<file path="src/sv/dmrt_pkg.sv">
// ----------------------------------------------------------------------------
// dmrt_pkg: shared types and constants
// Slot layout, operation codes and the fixed widths of the result table.
// ----------------------------------------------------------------------------
`timescale 1ns / 1ps
`default_nettype none

package dmrt_pkg;

  localparam int KEY_W   = 64;
  localparam int COUNT_W = 13;
  localparam int CFG_W   = 13;
  localparam int FUNC_W  = 2;

  localparam logic [COUNT_W-1:0] COUNT_MAX = 13'd8191;
  localparam logic [CFG_W-1:0]   CFG_RESET = 13'd4096;

  localparam int TABLE_SLOTS_DEF = 4096;
  localparam int DEPTH_LIMIT     = 128;
  // stored depth never goes above DEPTH_LIMIT-1 nor above the 7-bit range
  localparam int DEPTH_CAP_I = (DEPTH_LIMIT - 1 > 127) ? 127 : DEPTH_LIMIT - 1;
  localparam logic [6:0] DEPTH_CAP = 7'(DEPTH_CAP_I);

  // modulo unit: key bits retired per cycle
  localparam int MOD_BITS   = 4;
  localparam int MOD_STEPS  = KEY_W / MOD_BITS;
  localparam int DIV_CNT_W  = $clog2(MOD_STEPS);

  localparam int QUEUE_DEPTH = 2;

  localparam logic [FUNC_W-1:0] FUNC_PROBE  = 2'd0;
  localparam logic [FUNC_W-1:0] FUNC_STORE  = 2'd1;
  localparam logic [FUNC_W-1:0] FUNC_CLEAR  = 2'd2;
  localparam logic [FUNC_W-1:0] FUNC_UNUSED = 2'd3;

  typedef enum logic [1:0] {
    OP_PROBE,
    OP_STORE,
    OP_CLEAR
  } op_t;

  localparam int OP_W = $bits(op_t);

  typedef struct packed {
    logic [1:0]         flags;
    logic [6:0]         depth;
    logic signed [15:0] score;
    logic [31:0]        move;
  } payload_t;

  typedef struct packed {
    logic [KEY_W-1:0] key;
    payload_t         pay;
  } slot_t;

  localparam int SLOT_W = $bits(slot_t);

  typedef enum logic [1:0] {
    FE_IDLE,
    FE_DIV,
    FE_HOLD
  } fe_state_t;

  typedef enum logic [2:0] {
    BK_INIT,
    BK_IDLE,
    BK_LOOK,
    BK_CLEAR,
    BK_ZOUT
  } bk_state_t;

endpackage

`default_nettype wire

</file>
<file path="src/sv/dmrt_queue.sv">
// ----------------------------------------------------------------------------
// dmrt_queue: short word queue between front and back
// Small register FIFO; pointers wrap at the depth.
// ----------------------------------------------------------------------------
`timescale 1ns / 1ps
`default_nettype none

module dmrt_queue #(
  parameter int WIDTH = 8
) (
  input  wire logic             clk,
  input  wire logic             rst_n,
  input  wire logic             push,
  input  wire logic [WIDTH-1:0] wdata,
  output logic                  full,
  input  wire logic             pop,
  output logic      [WIDTH-1:0] rdata,
  output logic                  empty
);
  import dmrt_pkg::*;

  localparam int PTR_W = (QUEUE_DEPTH > 1) ? $clog2(QUEUE_DEPTH) : 1;
  localparam int CNT_W = $clog2(QUEUE_DEPTH + 1);

  logic [WIDTH-1:0] words_r [QUEUE_DEPTH];
  logic [PTR_W-1:0] wptr_r, wptr_nxt;
  logic [PTR_W-1:0] rptr_r, rptr_nxt;
  logic [CNT_W-1:0] cnt_r, cnt_nxt;
  logic             do_push, do_pop;

  assign full    = (cnt_r == CNT_W'(QUEUE_DEPTH));
  assign empty   = (cnt_r == '0);
  assign do_push = push && !full;
  assign do_pop  = pop && !empty;
  assign rdata   = words_r[rptr_r];

  always_comb begin
    wptr_nxt = wptr_r;
    rptr_nxt = rptr_r;
    cnt_nxt  = cnt_r;
    if (do_push) begin
      wptr_nxt = (wptr_r == PTR_W'(QUEUE_DEPTH - 1)) ? '0 : PTR_W'(wptr_r + 1'b1);
    end
    if (do_pop) begin
      rptr_nxt = (rptr_r == PTR_W'(QUEUE_DEPTH - 1)) ? '0 : PTR_W'(rptr_r + 1'b1);
    end
    if (do_push && !do_pop) begin
      cnt_nxt = CNT_W'(cnt_r + 1'b1);
    end else if (do_pop && !do_push) begin
      cnt_nxt = CNT_W'(cnt_r - 1'b1);
    end
  end

  always_ff @(posedge clk) begin
    if (!rst_n) begin
      wptr_r <= '0;
      rptr_r <= '0;
      cnt_r  <= '0;
    end else begin
      wptr_r <= wptr_nxt;
      rptr_r <= rptr_nxt;
      cnt_r  <= cnt_nxt;
    end
  end

  always_ff @(posedge clk) begin
    if (do_push) begin
      words_r[wptr_r] <= wdata;
    end
  end

endmodule

`default_nettype wire

</file>
<file path="config.mk">
export PLATFORM = sky130hd
export DESIGN_NAME = dmrt_queue
export DESIGN_NICKNAME = d
export VERILOG_FILES = /design/src/sv/dmrt_pkg.sv /design/src/sv/dmrt_queue.sv
export SDC_FILE = /design/constraint.sdc
export NUM_CORES = 1
export LEC_CHECK = 0
export BUFFER_PORTS_ARGS = -buffer_cell sky130_fd_sc_hd__buf_2
export CELL_PAD_IN_SITES_DETAIL_PLACEMENT = 0
export CELL_PAD_IN_SITES_GLOBAL_PLACEMENT = 1
export CORE_MARGIN = 4
export CORE_UTILIZATION = 40
export DETAILED_ROUTE_END_ITERATION = 7
export GPL_ROUTABILITY_DRIVEN = 0
export PLACE_DENSITY_LB_ADDON = 0.1
export SYNTH_ARGS = -nofsm -noshare
export SYNTH_HDL_FRONTEND = slang
export SYNTH_SLANG_ARGS = --single-unit
</file>
<file path="constraint.sdc">
create_clock -name clk -period 1.59 [get_ports clk]
set_input_delay 0.159 -clock clk [delete_from_list [all_inputs] [get_ports clk]]
set_output_delay 0.159 -clock clk [all_outputs]
set_load 0.01 [all_outputs]
</file>
Word level (Yosys, flattened, before mapping)
Memory sizes are Yosys's and may differ from the RTL's. A register that Yosys moved wholly into a read port is not among the register bits.
Cells that the tools add are included.
- input port bits: 12
- memories kept: 1
- bits in registers: 4
- bits in writable memories: 16
- equality and inequality tests: 1
- add/sub/neg operators: 4
- reductions and logical operators: 10
- multiplexer cells: 8
- memories (memory ; depth ; width ; read ports ; clocked after Yosys merged registers in ; write ports ; line ; source):
    words_r ; 2 ; 8 ; 1 ; 1 ; 1 ; dmrt_queue.sv:25 ; logic [WIDTH-1:0] words_r [QUEUE_DEPTH];
- operator list (operator ; count):
    two-way mux 1 bit ; 6
    logical AND 1 bit ; 4
    logical NOT 1 bit ; 4
    two-way mux 2 bit ; 2
    adder 1 bit (second input constant) ; 2
    adder 2 x 1 -> 2 bit (second input constant) ; 1
    equality test 2 bit (second input constant) ; 1
    logical NOT 2 bit ; 1
    nonzero test 2 bit ; 1
    subtractor 2 x 1 -> 2 bit (second input constant) ; 1

Longest topological paths before layout
- depth in word-level cells: 7
- mapped depth: 7

Worst setup path before layout
OpenSTA, ideal clock, no wires.
- path kind: register -> register
- start: register cnt_r[0]
- end: register cnt_r[1]
- library setup time: 0.070 ns
- required time: 1.520 ns
- setup slack: 0.119 ns
- cell stages (with the launch flop): 7
- arrival time: 1.401 ns
- path buffers: 0
- cell sequence: dfxtp_1 nand2b_1 inv_2 nor2_1 ha_1 or3_1 a21boi_1
- cells in the longest elaborated chain, start to end: 6
- elaborated cells on any way between the ends: 15
- those cells by class: 2 x add/sub; 1 x eq/ne; 2 x mux; 10 x reduce/logical
- ends and longest elaborated chain (element ; line ; source):
    start, declared ; dmrt_queue.sv:28 ; logic [CNT_W-1:0] cnt_r, cnt_nxt;
    start signal, assigned ; dmrt_queue.sv:62 ; cnt_r <= cnt_nxt;
    equality test 2 bit (*) ; dmrt_queue.sv:31 ; assign full = (cnt_r == CNT_W'(QUEUE_DEPTH));
    net full ; dmrt_queue.sv:15 ; output logic full,
    logical NOT 1 bit (*) ; dmrt_queue.sv:33 ; assign do_push = push && !full;
    logical AND 1 bit (*) ; dmrt_queue.sv:33 ;
    logical NOT 1 bit ; dmrt_queue.sv:49 ; end else if (do_pop && !do_push) begin
    logical AND 1 bit ; dmrt_queue.sv:49 ;
    nonzero test 2 bit (no line) ; - ;
Mark *: on every way through the listed nets, which the timed path passes. The rest lies on a longest branch. The select of a mux whose other input is x is not followed.
A chain may end at the register's enable or synchronous reset.

Final worst setup path
- start: register cnt_r[1]
- end: register cnt_r[1]
- cells in the longest elaborated chain, start to end: 6
- elaborated cells on any way between the ends: 15
- those cells by class: 2 x add/sub; 1 x eq/ne; 2 x mux; 10 x reduce/logical
- ends and longest elaborated chain (element ; line):
    equality test 2 bit or logical NOT 2 bit (tied branches) ; dmrt_queue.sv:31, dmrt_queue.sv:32
    logical NOT 1 bit (on tied branches) ; dmrt_queue.sv:33, dmrt_queue.sv:34
    logical AND 1 bit (on tied branches) ; dmrt_queue.sv:33, dmrt_queue.sv:34
    logical NOT 1 bit (on tied branches) ; dmrt_queue.sv:49, dmrt_queue.sv:47
    logical AND 1 bit (on tied branches) ; dmrt_queue.sv:49, dmrt_queue.sv:47
    nonzero test 2 bit (no line) or two-way mux 2 bit (tied branches) ; -
Several ways; a longest one is shown, not always the timed one. The select of a mux whose other input is x is not followed.

==> qor.log <==
[worst_setup_path] peak fanout along the critical path 5
[grt] largest net degree at the start of global routing 12
[place] quantity of I/O buffers inserted on ports 21
[sta] Final setup viols 0
[synthesis] count of cell types in the netlist 20
[cts] number of buffers created by CTS 3
[sta] largest clock skew in the final design 0.00356 ns
[sta] actual transition at the worst max-transition pin 0.398 ns
[final_layout] antenna diode count 0
[cts] Post-CTS Setup Inserts 0
[final_layout] share of final-layout standard cells stronger than drive strength 1 0.507
[sta] final count of hold timing violations 0
[sta] period utilisation layout 0.953
[cts] clk buf depth 2
[power_and_ir_drop] total design power 1.50 mW
[worst_setup_path] Worst Path Class, Setup reg -> reg
[final_layout] Layout Area Growth over Synthesis 21.9%
[worst_setup_path] nature of the critical path startpoint flop
[worst_setup_path] Req. time, crit path 1.82 ns
[place] post-placement cell area 951 um2
[power_and_ir_drop] total power per unit cell area 1520 mW/mm2
[cts] number of gates given a new drive strength after cts 0
[route] via count 468
[die] number of rows in the core area 16
[grt] number of global-route vias before repair 437
[cts] clock transition at the register clock pins on the worst setup and hold paths after CTS 0.11 ns
[route] post-route antenna net violation count 0
[worst_setup_path] CP arrival 1.74 ns
[cts] number of clock sinks seen by CTS 21
[power_and_ir_drop] LEAKAGE 0.388 nW
[cts] number of hold buffers added after cts 0
[grt] antenna violations before repair 0
[synthesis] yosys synthesis warning count 0
[grt] All-Layer GR Usage 0.0936
[sta] crit path time final 1.51 ns
[final_layout] number of nets in the layout 89
[final_layout] filler cell count 193
[worst_setup_path] type of destination of the critical path flop
[die] area of the die 0.00281 mm2
[grt] global-route wire length before repair 1850 um
[final_layout] Post-Layout Cell Count 102
[min_path] class of the tightest hold or removal check in -> reg
[cts] number of levels the H-tree was split into 1
[die] area of the core 0.00194 mm2
[final_layout] commonest non-fill, non-tap cell in the layout buf_2
[die] count of boundary I/O pins 22
[synthesis] count of mapped cells out of synthesis 50
[final_layout] utilization of the core after routing 0.508
[synthesis] Synth Register Bits 21
[route] iteration count of the initial detailed-routing pass 4
[route] drt first-iter violations 4
[route] ratio of routed vias to standard cells 4.59
[synthesis] post-synthesis cell area 810 um2
[synthesis] post-synthesis area per instance 16.2 um2
[cts] Clk Latency, worst-skew pair 0.29 ns
[synthesis] sequential area share after synthesis 0.717
[place] instance count after placement with tap cells included 98
[die] initial core utilization 0.417
[grt] residual overflow from global routing 0
[sta] Fmax achieved 660 MHz
[flow_run] max-capacitance violation count 0
[sta] Total Negative Setup Slacks 0 ns
[sta] Max Slew Vio Count 0
[synthesis] synthesized net count 63
[route] detailed-route wire length per cell 11.7 um
[status] run status finished, final reports clean
[cts] clock tree root driver cell clkbuf_4
[power_and_ir_drop] worst vdd ir 0.758 mV
[route] WL final 1200 um
[sta] worst slew margin relative to its limit 0.734
[die] Chip Width 53.0 um
[final_layout] post-route cell area 987 um2
[die] vertical die dimension 53.0 um
[cts] CTS tree built
[final_layout] commonest non-fill, non-tap cells in the layout buf_2, edfxtp_1, mux2_2
[route] # DRC 0
kinds of logic (layout without fill, tap and decap cells):
logic type	count (synthesis)	count (layout)	synth area share
compound gates	5	5	0.0402
xor+xnor	3	3	0.0325
fa+ha+maj	1	1	0.0155
buf+inv	3	28	0.0154
flops	21	21	0.717
mux	8	8	0.111
simple gates	9	9	0.0680
report_power, final:
part | leakage (nW) | total, mW | switching (mW) | internal (mW)
registers | 0.191 | 0.784 | 0.0798 | 0.705
clock network | 0.0150 | 0.239 | 0.141 | 0.0973
logic | 0.182 | 0.476 | 0.218 | 0.258
total | 0.388 | 1.50 | 0.440 | 1.06
through the flow:
step / setup slack [ns] / hold WS, ns
floorplan: 0.119 / 0.258
global placement: 0.0899 / 0.348
detailed placement: 0.0428 / 0.352
CTS: 0.0181 / 0.0373
global route: -0.00483 / 0.0229
finish: 0.0752 / 0.0523
routing by layer:
| layer | wire length, um | track usage |
|---|---|---|
| met2 | 585 | 0.147 |
| met1 | 530 | 0.119 |
| met3 | 81 | 0.0282 |
| met5 | 0 | 0 |
| met4 | 0 | 0.0383 |
Yosys cell counts:
library cell   n  share of area
o21ai_1        1         0.0062
xor2_1         1          0.011
inv_1          1         0.0046
nor3_2         1          0.012
inv_2          1         0.0046
o21a_1         1         0.0093
a21boi_1       1         0.0093
mux2_2         8           0.11
o21ai_0        1         0.0062
and2_1         3          0.023
nand2b_1       1         0.0077
a21boi_0       1         0.0093
edfxtp_1      16           0.59
nor2_1         2         0.0093
ha_1           1          0.015
buf_2          1         0.0062
xnor2_1        2          0.022
and3_1         1         0.0077
or3_1          1         0.0077
dfxtp_1        5           0.12
state kept, by name, summed over array words and instances (netlist names), named ones only:
signal   flops
cnt_r        2
rptr_r       1
words_r     16
wptr_r       1
path summary, 6_finish.rpt:
| check | from | to | slack [ns] | depth (start not counted) |
|---|---|---|---|---|
| worst max-delay path | cnt_r[1]$_SDFFE_PN0P_ | cnt_r[1]$_SDFFE_PN0P_ | 0.08 | 4 |
| worst min-delay path | wdata[2] | words_r[0][2]$_DFFE_PP_ | 0.05 | 1 |
| worst max register to register | cnt_r[1]$_SDFFE_PN0P_ | cnt_r[1]$_SDFFE_PN0P_ | 0.08 | 4 |
| worst min register to register | cnt_r[1]$_SDFFE_PN0P_ | cnt_r[1]$_SDFFE_PN0P_ | 0.57 | 2 |
layout make-up:
class | instances | area (um2) | area share
inverter | 2 | 7.51 | 0.00760
multi-input combinational | 26 | 224 | 0.227
clock buffer | 4 | 26.3 | 0.0266
tap | 27 | 33.8 | 0.0342
timing repair buffer | 22 | 113 | 0.114
sequential | 21 | 583 | 0.591
critical path: stages (launching register included):
cell and delay, ns:
dfxtp_1 0.44, o21ai_1 0.15, ha_1 0.36, or3_1 0.35, a21boi_1 0.14
Note: power is estimated with default switching activity, not from simulation.
