### src/sv/dmrt_pkg.sv
// ----------------------------------------------------------------------------
// dmrt_pkg: shared types and constants
// Slot layout, operation codes and the fixed widths of the result table.
// ----------------------------------------------------------------------------
`timescale 1ns / 1ps
`default_nettype none

package dmrt_pkg;

  localparam int KEY_W   = 64;
  localparam int COUNT_W = 13;
  localparam int CFG_W   = 13;
  localparam int FUNC_W  = 2;

  localparam logic [COUNT_W-1:0] COUNT_MAX = 13'd8191;
  localparam logic [CFG_W-1:0]   CFG_RESET = 13'd4096;

  localparam int TABLE_SLOTS_DEF = 4096;
  localparam int DEPTH_LIMIT     = 128;
  // stored depth never goes above DEPTH_LIMIT-1 nor above the 7-bit range
  localparam int DEPTH_CAP_I = (DEPTH_LIMIT - 1 > 127) ? 127 : DEPTH_LIMIT - 1;
  localparam logic [6:0] DEPTH_CAP = 7'(DEPTH_CAP_I);

  // modulo unit: key bits retired per cycle
  localparam int MOD_BITS   = 4;
  localparam int MOD_STEPS  = KEY_W / MOD_BITS;
  localparam int DIV_CNT_W  = $clog2(MOD_STEPS);

  localparam int QUEUE_DEPTH = 2;

  localparam logic [FUNC_W-1:0] FUNC_PROBE  = 2'd0;
  localparam logic [FUNC_W-1:0] FUNC_STORE  = 2'd1;
  localparam logic [FUNC_W-1:0] FUNC_CLEAR  = 2'd2;
  localparam logic [FUNC_W-1:0] FUNC_UNUSED = 2'd3;

  typedef enum logic [1:0] {
    OP_PROBE,
    OP_STORE,
    OP_CLEAR
  } op_t;

  localparam int OP_W = $bits(op_t);

  typedef struct packed {
    logic [1:0]         flags;
    logic [6:0]         depth;
    logic signed [15:0] score;
    logic [31:0]        move;
  } payload_t;

  typedef struct packed {
    logic [KEY_W-1:0] key;
    payload_t         pay;
  } slot_t;

  localparam int SLOT_W = $bits(slot_t);

  typedef enum logic [1:0] {
    FE_IDLE,
    FE_DIV,
    FE_HOLD
  } fe_state_t;

  typedef enum logic [2:0] {
    BK_INIT,
    BK_IDLE,
    BK_LOOK,
    BK_CLEAR,
    BK_ZOUT
  } bk_state_t;

endpackage

`default_nettype wire

### src/sv/dmrt_front.sv
// ----------------------------------------------------------------------------
// dmrt_front: input stage
// Accepts a word, decodes the operation, clamps the depth and reduces the
// key modulo the active slot count for probes and stores, four key bits per cycle.
// ----------------------------------------------------------------------------
`timescale 1ns / 1ps
`default_nettype none

module dmrt_front #(
  parameter int TABLE_SLOTS = dmrt_pkg::TABLE_SLOTS_DEF
) (
  input  wire logic                       clk,
  input  wire logic                       rst_n,
  input  wire logic [dmrt_pkg::CFG_W-1:0] cfg_entries,
  input  wire logic                       init_busy,
  input  wire logic                       in_push,
  output logic                            in_full,
  input  wire logic [1:0]                 in_func,
  input  wire logic [63:0]                in_key,
  input  wire logic [1:0]                 in_flag_bits,
  input  wire logic [6:0]                 in_search_depth,
  input  wire logic signed [15:0]         in_score,
  input  wire logic [31:0]                in_best_move,
  output logic                            q_push,
  output logic [dmrt_pkg::OP_W + $clog2(TABLE_SLOTS) + dmrt_pkg::SLOT_W - 1:0] q_wdata,
  input  wire logic                       q_full
);
  import dmrt_pkg::*;

  localparam int IDX_W = $clog2(TABLE_SLOTS);
  localparam int N_W   = $clog2(TABLE_SLOTS + 1);
  localparam int CMP_W = (N_W > CFG_W) ? N_W : CFG_W;

  fe_state_t              state_r, state_nxt;
  op_t                    op_r, op_dec;
  slot_t                  slot_r;
  logic [N_W-1:0]         n_r;
  logic [IDX_W-1:0]       rem_r, rem_step;
  logic [KEY_W-1:0]       shift_r, shift_step;
  logic [DIV_CNT_W-1:0]   cnt_r;
  logic [CMP_W-1:0]       cfg_ext, eff_wide;
  logic [6:0]             depth_sat;
  logic                   accept;

  assign in_full = (state_r != FE_IDLE) || init_busy;
  assign accept  = in_push && !in_full;
  assign q_push  = (state_r == FE_HOLD);
  assign q_wdata = {op_r, rem_r, slot_r};

  // zero or oversized counts fall back to the full table
  assign cfg_ext  = CMP_W'(cfg_entries);
  assign eff_wide = (cfg_ext == '0 || cfg_ext > CMP_W'(TABLE_SLOTS)) ?
                    CMP_W'(TABLE_SLOTS) : cfg_ext;
  assign depth_sat = (in_search_depth > DEPTH_CAP) ? DEPTH_CAP : in_search_depth;

  always_comb begin
    unique case (in_func) inside
      FUNC_STORE:              op_dec = OP_STORE;
      FUNC_CLEAR:              op_dec = OP_CLEAR;
      FUNC_PROBE, FUNC_UNUSED: op_dec = OP_PROBE;
      default:                 op_dec = OP_PROBE;
    endcase
  end

  // restoring remainder, MOD_BITS steps a cycle
  always_comb begin
    logic [IDX_W:0] t;
    logic [IDX_W:0] n_ext;
    n_ext      = (IDX_W + 1)'(n_r);
    rem_step   = rem_r;
    shift_step = shift_r;
    for (int i = 0; i < MOD_BITS; i++) begin
      t          = {rem_step, shift_step[KEY_W-1]};
      shift_step = {shift_step[KEY_W-2:0], 1'b0};
      if (t >= n_ext) begin
        rem_step = IDX_W'(t - n_ext);
      end else begin
        rem_step = t[IDX_W-1:0];
      end
    end
  end

  always_comb begin
    state_nxt = state_r;
    unique case (state_r)
      FE_IDLE: begin
        if (accept) begin
          state_nxt = (op_dec == OP_CLEAR) ? FE_HOLD : FE_DIV;
        end
      end
      FE_DIV: begin
        if (cnt_r == DIV_CNT_W'(MOD_STEPS - 1)) begin
          state_nxt = FE_HOLD;
        end
      end
      FE_HOLD: begin
        if (!q_full) begin
          state_nxt = FE_IDLE;
        end
      end
      default: state_nxt = FE_IDLE;
    endcase
  end

  always_ff @(posedge clk) begin
    if (!rst_n) begin
      state_r <= FE_IDLE;
      cnt_r   <= '0;
    end else begin
      state_r <= state_nxt;
      if (accept) begin
        cnt_r <= '0;
      end else if (state_r == FE_DIV) begin
        cnt_r <= DIV_CNT_W'(cnt_r + 1'b1);
      end
    end
  end

  always_ff @(posedge clk) begin
    if (accept) begin
      op_r            <= op_dec;
      n_r             <= N_W'(eff_wide);
      rem_r           <= '0;
      shift_r         <= in_key;
      slot_r.key      <= in_key;
      slot_r.pay      <= '{flags: in_flag_bits, depth: depth_sat,
                           score: in_score, move: in_best_move};
    end else if (state_r == FE_DIV) begin
      rem_r   <= rem_step;
      shift_r <= shift_step;
    end
  end

endmodule

`default_nettype wire

### config.mk
export PLATFORM = sky130hd
export DESIGN_NAME = dmrt_front
export DESIGN_NICKNAME = d
export VERILOG_FILES = /design/src/sv/dmrt_pkg.sv /design/src/sv/dmrt_front.sv
export SDC_FILE = /design/constraint.sdc
export NUM_CORES = 1
export LEC_CHECK = 0
export BUFFER_PORTS_ARGS = -buffer_cell sky130_fd_sc_hd__buf_2
export CAP_MARGIN = 0
export CELL_PAD_IN_SITES_DETAIL_PLACEMENT = 1
export CELL_PAD_IN_SITES_GLOBAL_PLACEMENT = 1
export CORE_MARGIN = 2
export CORE_UTILIZATION = 42
export CTS_CLUSTER_DIAMETER = 80
export CTS_CLUSTER_SIZE = 25
export DETAILED_ROUTE_END_ITERATION = 6
export HOLD_SLACK_MARGIN = 0.06
export PLACE_DENSITY_LB_ADDON = 0.1
export SYNTH_ARGS = -nofsm -noshare
export SYNTH_HDL_FRONTEND = slang
export SYNTH_SLANG_ARGS = --single-unit
### constraint.sdc
create_clock -name clk -period 8.7 [get_ports clk]
set_input_delay 1.74 -clock clk [delete_from_list [all_inputs] [get_ports clk]]
set_output_delay 1.74 -clock clk [all_outputs]
set_load 0.01 [all_outputs]
# After elaboration in Yosys (flattened, before gate mapping)
# Index checks and enable logic that the tools add are counted.
dict set report totals {
  register_bits 218
  in_bits 141
  output_inout_bits 137
  elab_cells 54
}
dict set report op_classes {
  n_addsub 5
  magnitude_cmp 6
  n_eq_ne 9
  n_mux 12
  n_bitwise 1
  n_reduce_logical 10
}
# op count
set op_table {}
lappend op_table {{$mux 64} 2}
lappend op_table {{$ge 13x13->1} 4}
lappend op_table {{$mux 12} 4}
lappend op_table {{$sub 12x12->12} 4}
lappend op_table {{$gt 13x13->1 const B} 1}
lappend op_table {{$logic_not 13->1} 1}
lappend op_table {{$mux 2} 4}
lappend op_table {{$gt 7x7->1 const B} 1}
lappend op_table {{$eq 2x2->1 const B} 3}
lappend op_table {{$ne 2x2->1 const B} 3}
lappend op_table {{$pmux 2 s3} 1}
lappend op_table {{$add 4x1->4 const B} 1}
lappend op_table {{$eq 2x1->1 const B} 2}
lappend op_table {{$eq 4x4->1 const B} 1}
lappend op_table {{$pmux 2 s2} 1}
lappend op_table {{$reduce_bool 2->1} 2}
lappend op_table {{$reduce_and 3->1} 1}
lappend op_table {{$logic_not 2->1} 1}
lappend op_table {{$logic_or 1x1->1} 2}
lappend op_table {{$reduce_or 2->1} 1}
lappend op_table {{$logic_and 1x1->1} 1}
lappend op_table {{$logic_not 1->1} 1}
lappend op_table {{$not 1->1} 1}

# Longest topological paths before layout
dict set report logic_depth {
  depth_word 8
  mapped_depth 36
  ltp_nobuf 34
}

# Worst setup path after synthesis
# No wires, ideal clock.
dict set report synth_timing {
  path_type {register to register}
  startpoint {register n_r[4]}
  endpoint {register rem_r[0]}
  setup_ns 0.326
  t_arrival_ns 7.272
  required_ns 8.374
  slack_ns 1.102
  path_stages_with_launch 34
  n_path_buf 3
  synth_period_minus_slack_ns 7.598
  path_cell_list {edfxtp_1 > inv_1 > ha_1 > a21o_1 > or3_1 > o21ai_1 > a21o_1 > buf_6 > buf_2 > mux2_2 > ha_1 > o21a_1 > o211ai_1 > o21a_1 > o21a_1 > o21a_1 > inv_1 > ha_1 > nor2b_1 > o31a_1 > o31ai_1 > a21oi_1 > o22ai_2 > mux2i_1 > ha_1 > nor2b_1 > o31a_1 > nor4_1 > o22ai_1 > o41ai_2 > a21o_1 > buf_2 > mux2i_1 > o2bb2ai_1}
}
dict set report synth_via {
  elab_chain_cells 8
  elab_cells_between_ends 11
  classes_between {add/sub: 3; order compare: 4; mux: 4}
}
# item line
set synth_lines {}
lappend synth_lines {{start: declaration} dmrt_front.sv:37} ;# logic [N_W-1:0] n_r;
lappend synth_lines {{start signal: assignment} dmrt_front.sv:122} ;# n_r <= N_W'(eff_wide);
lappend synth_lines {{$sub 12x12->12 / $ge 13x13->1 (equally long branches)} {dmrt_front.sv:76, dmrt_front.sv:75}}
lappend synth_lines {{$mux 12} dmrt_front.sv:75} ;# if (t >= n_ext) begin
lappend synth_lines {{$sub 12x12->12 / $ge 13x13->1 (equally long branches)} {dmrt_front.sv:76, dmrt_front.sv:75}}
lappend synth_lines {{$mux 12} dmrt_front.sv:75}
lappend synth_lines {{$sub 12x12->12 / $ge 13x13->1 (equally long branches)} {dmrt_front.sv:76, dmrt_front.sv:75}}
lappend synth_lines {{$mux 12} dmrt_front.sv:75}
lappend synth_lines {{$ge 13x13->1 *} dmrt_front.sv:75}
lappend synth_lines {{$mux 12 *} dmrt_front.sv:75}
lappend synth_lines {{end signal: assignment} dmrt_front.sv:129} ;# rem_r <= rem_step;
lappend synth_lines {{end: declaration} dmrt_front.sv:38} ;# logic [IDX_W-1:0] rem_r, rem_step;
# Mark *: on every way between the ends. The rest lies on a longest branch, timed or not.
# A chain may end at the register's enable or synchronous reset.

# Final worst setup path
dict set report layout_timing {
  startpoint {register rem_r[3]}
  endpoint {register rem_r[5]}
}
dict set report layout_via {
  elab_chain_cells 8
  elab_cells_between_ends 12
  classes_between {add/sub: 4; order compare: 4; mux: 4}
}
# item line
set layout_lines {}
lappend layout_lines {{$sub 12x12->12 / $ge 13x13->1 (equally long branches)} {dmrt_front.sv:76, dmrt_front.sv:75}}
lappend layout_lines {{$mux 12 *} dmrt_front.sv:75}
lappend layout_lines {{$sub 12x12->12 / $ge 13x13->1 (equally long branches)} {dmrt_front.sv:76, dmrt_front.sv:75}}
lappend layout_lines {{$mux 12 *} dmrt_front.sv:75}
lappend layout_lines {{$ge 13x13->1 / $sub 12x12->12 (equally long branches)} {dmrt_front.sv:75, dmrt_front.sv:76}}
lappend layout_lines {{$mux 12 *} dmrt_front.sv:75}
lappend layout_lines {{$sub 12x12->12 / $ge 13x13->1 (equally long branches)} {dmrt_front.sv:76, dmrt_front.sv:75}}
lappend layout_lines {{$mux 12 *} dmrt_front.sv:75}
# Marks and branches as above.

==> flow_summary_export.csv <==
group,metric,value,unit
critical_path,crit_required,9.07,ns
clock_network,cts_tree,"yes",
clock_network,root_buffer,"clkbuf_16",
timing,setup_viol,0,
finish,final_common_cell,"buf_2",
critical_path,slowest_delay,0.47,ns
global_routing,antenna_found_initial,3,
yosys,postSynthCellCount,848,
clock_network,cts_buffers,14,
yosys,synth.top_cell.area_share,58.0,%
detailed_routing,post-route-drc-count,0,
floorplanning,core,24200,um2
floorplanning,die_area,25900,um2
yosys,syn_area_per_cell,12.2,um2
pwr,finalPower,4.86,mW
pwr,internal-power,2.84,mW
clock_network,htreeDepth,1,
clock_network,clkSinkCount,218,
placement,place.gp.congestion,0.895,
yosys,synthFlopType,"edfxtp_1",
placement,dp_hpwl,21300,um
yosys,synth_edf_count,200,
global_routing,grt_util_all_layers,21.4,%
timing,hold_ws,0.494,ns
finish,final_cell_mix,"buf_2 (277), nand2_1 (202), edfxtp_1 (200)",
finish,fin_util,52.3,%
global_routing,grt_max_degree,137,
finish,layout.nets,1329,
floorplanning,io_pins,278,
job,drv_cap,0,
finish,multiInputGateArea,3800,um2
global_routing,grt_overflow_total,0,
timing,slew_headroom,41.0,%
finish,nFillCells,2664,
finish,seqCellArea,6370,um2
detailed_routing,drt_pass1_iterations,4,
pwr,p_comb_share,57.9,%
finish,drive_gt1_share,31.5,%
timing,post-route-period-util,94.0,%
critical_path,end_kind,"flop",
global_routing,grt_pass1_wl,43400,um
placement,io_buffer_count,277,
clock_network,ctsHoldBuffers,0,
clock_network,path_clk_slew,0.10,ns
pwr,p_clk_share,15.0,%
detailed_routing,wirelength,28200,um
yosys,synth.cell_area,10400,um2
detailed_routing,drtIter0Drc,436,
yosys,yosysUniqueCellTypes,65,
floorplanning,die_x,161,um
yosys,synth_seq_cells,218,
floorplanning,rows,57,
detailed_routing,avgRoutedWirePerCell,19.3,um
yosys,async_flop_share,0,%
timing,drv_slew,0,
pwr,swShare,41.6,%
finish,area_delta_synth_final,22.5,%
timing,min_period,8.18,ns
timing,hold_violations,0,
clock_network,clockBufferDepth,3,
floorplanning,initial_core_util,42.7,%
timing,clock.fmax,0.122,GHz
critical_path,cpMostUsedCell,"ha_1",
pwr,p_leak,5.55,nW
critical_path,critical_path_class,"flop to flop",
critical_path,arrival,8.55,ns
yosys,yosys.area.top_type,"edfxtp_1",
critical_path,crit_fanout,11,
global_routing,grt_pass1_vias,8041,
yosys,syn_nets,1046,
yosys,yosysSeqAreaShare,61.5,%
yosys,synth_warnings,0,
pwr,ir_worst_vdd,194,uV
detailed_routing,ant_nets,0,
yosys,synth_area_leaders,"edfxtp_1 (58%), nand2_1 (7.4%), ha_1 (6.4%)",
worst_hold_path,hold_class,"flop to flop",
floorplanning,die_y,161,um
detailed_routing,vias,7574,
timing,skew,0.0222,ns
pwr,power_switching,2.02,mW
critical_path,worstSetupStartpointType,"flop",
status,status,"complete, no violations",
critical_path,cp_slowest_cell,"dfxtp_1",
clock_network,clkLatencyLatePin,0.48,ns
pwr,power_density,383,nW/um2
detailed_routing,vias_per_cell,5.18,
timing,worst_slew_pin_slew,0.883,ns
pwr,seq_power_share,27.1,%
[final cells by class]
type	instances	area share, %
timing repair buffer	293	11.9
multi-input combinational	573	30.0
clock buffer	17	3.02
antenna	1	0.0197
sequential	218	50.2
clock inverter	6	0.740
inverter	31	0.977
tap	324	3.20
[cells by family after synthesis]
kind of cell             Yosys count  synth area share [%]
flip-flops                       218                  61.5
adder cells (fa/ha/maj)           57                  7.18
AND/OR/NAND/NOR                  314                  13.4
XOR/XNOR                          38                  3.21
buffers and inverters             57                  2.16
AO/OA/AOI/OAI                    136                  9.33
multiplexers                      28                  3.27
[flip-flops by register name, summed over array words and instances, names as in the netlist]
name	cells
op_r	2
q_wdata	121
rem_r	12
state_r	2
n_r	13
shift_r	64
cnt_r	4
[stage by stage]
step                worst slack, ns  area [um2]  setup TNS [ns]  std cells
detailed placement            0.256       12200               0       1437
global placement              0.513       12200               0       1437
CTS                           0.192       12600               0       1460
finish                        0.520       12700               0       1463
floorplan                      1.10       10400               0        848
global route                -0.0534       12700          -0.178       1462
[repair_timing]
action                     4_1_cts  5_1_grt
setup endpoints to repair        0       12
setup buffers                    0        2
resized for setup                0        7
[per-layer routing]
layer / part of all wire (%) / up-vias / global-route usage, %
met5: 0.064 / - / 0
met4: 4.4 / 4 / 9.05
met3: 4.9 / 57 / 3.72
met2: 48 / 185 / 36.1
met1: 42 / 3706 / 27.5
li1: - / 3622 / -
[worst paths after layout]
path / startpoint / endpoint / slack, ns / cells after the start
worst max-delay path: rem_r[3] / rem_r[5] / 0.52 / 30
worst min-delay path: cnt_r[1] / cnt_r[1] / 0.49 / 2
worst max register to register: rem_r[3] / rem_r[5] / 0.52 / 30
worst min register to register: cnt_r[1] / cnt_r[1] / 0.49 / 2
[power by group through the flow]
stage | Clock, mW | Combinational (mW) | Sequential, mW
final | 0.730 | 2.81 | 1.31
after global routing | 0.785 | 3.08 | 1.33
after CTS | 0.756 | 2.72 | 1.32
after detailed placement | 0 | 2.71 | 1.34
after global placement | 0 | 2.68 | 1.34
after floorplan | 0 | 2.02 | 1.35
[Yosys cell counts, types with 15 or more instances]
| master | instances |
|---|---|
| nand2_1 | 203 |
| edfxtp_1 | 200 |
| ha_1 | 53 |
| a21oi_1 | 33 |
| inv_1 | 29 |
| nor2_1 | 28 |
| nor2b_1 | 23 |
| xnor2_1 | 22 |
| clkbuf_1 | 20 |
| a21o_1 | 18 |
| dfxtp_1 | 18 |
| o21ai_0 | 16 |
| xor2_1 | 16 |
| mux2_2 | 15 |
| nor3_1 | 15 |
| o21a_1 | 15 |
[critical path: cells and delay by family, from the launching register on]
kind	cells	cell delay, ns
compound gates	15	3.28
fa+ha+maj	4	1.42
mux	3	1.18
simple gates	5	1.10
buf+inv	3	0.61
flops	1	0.47
No activity file was read; power rests on OpenSTA's default activity.
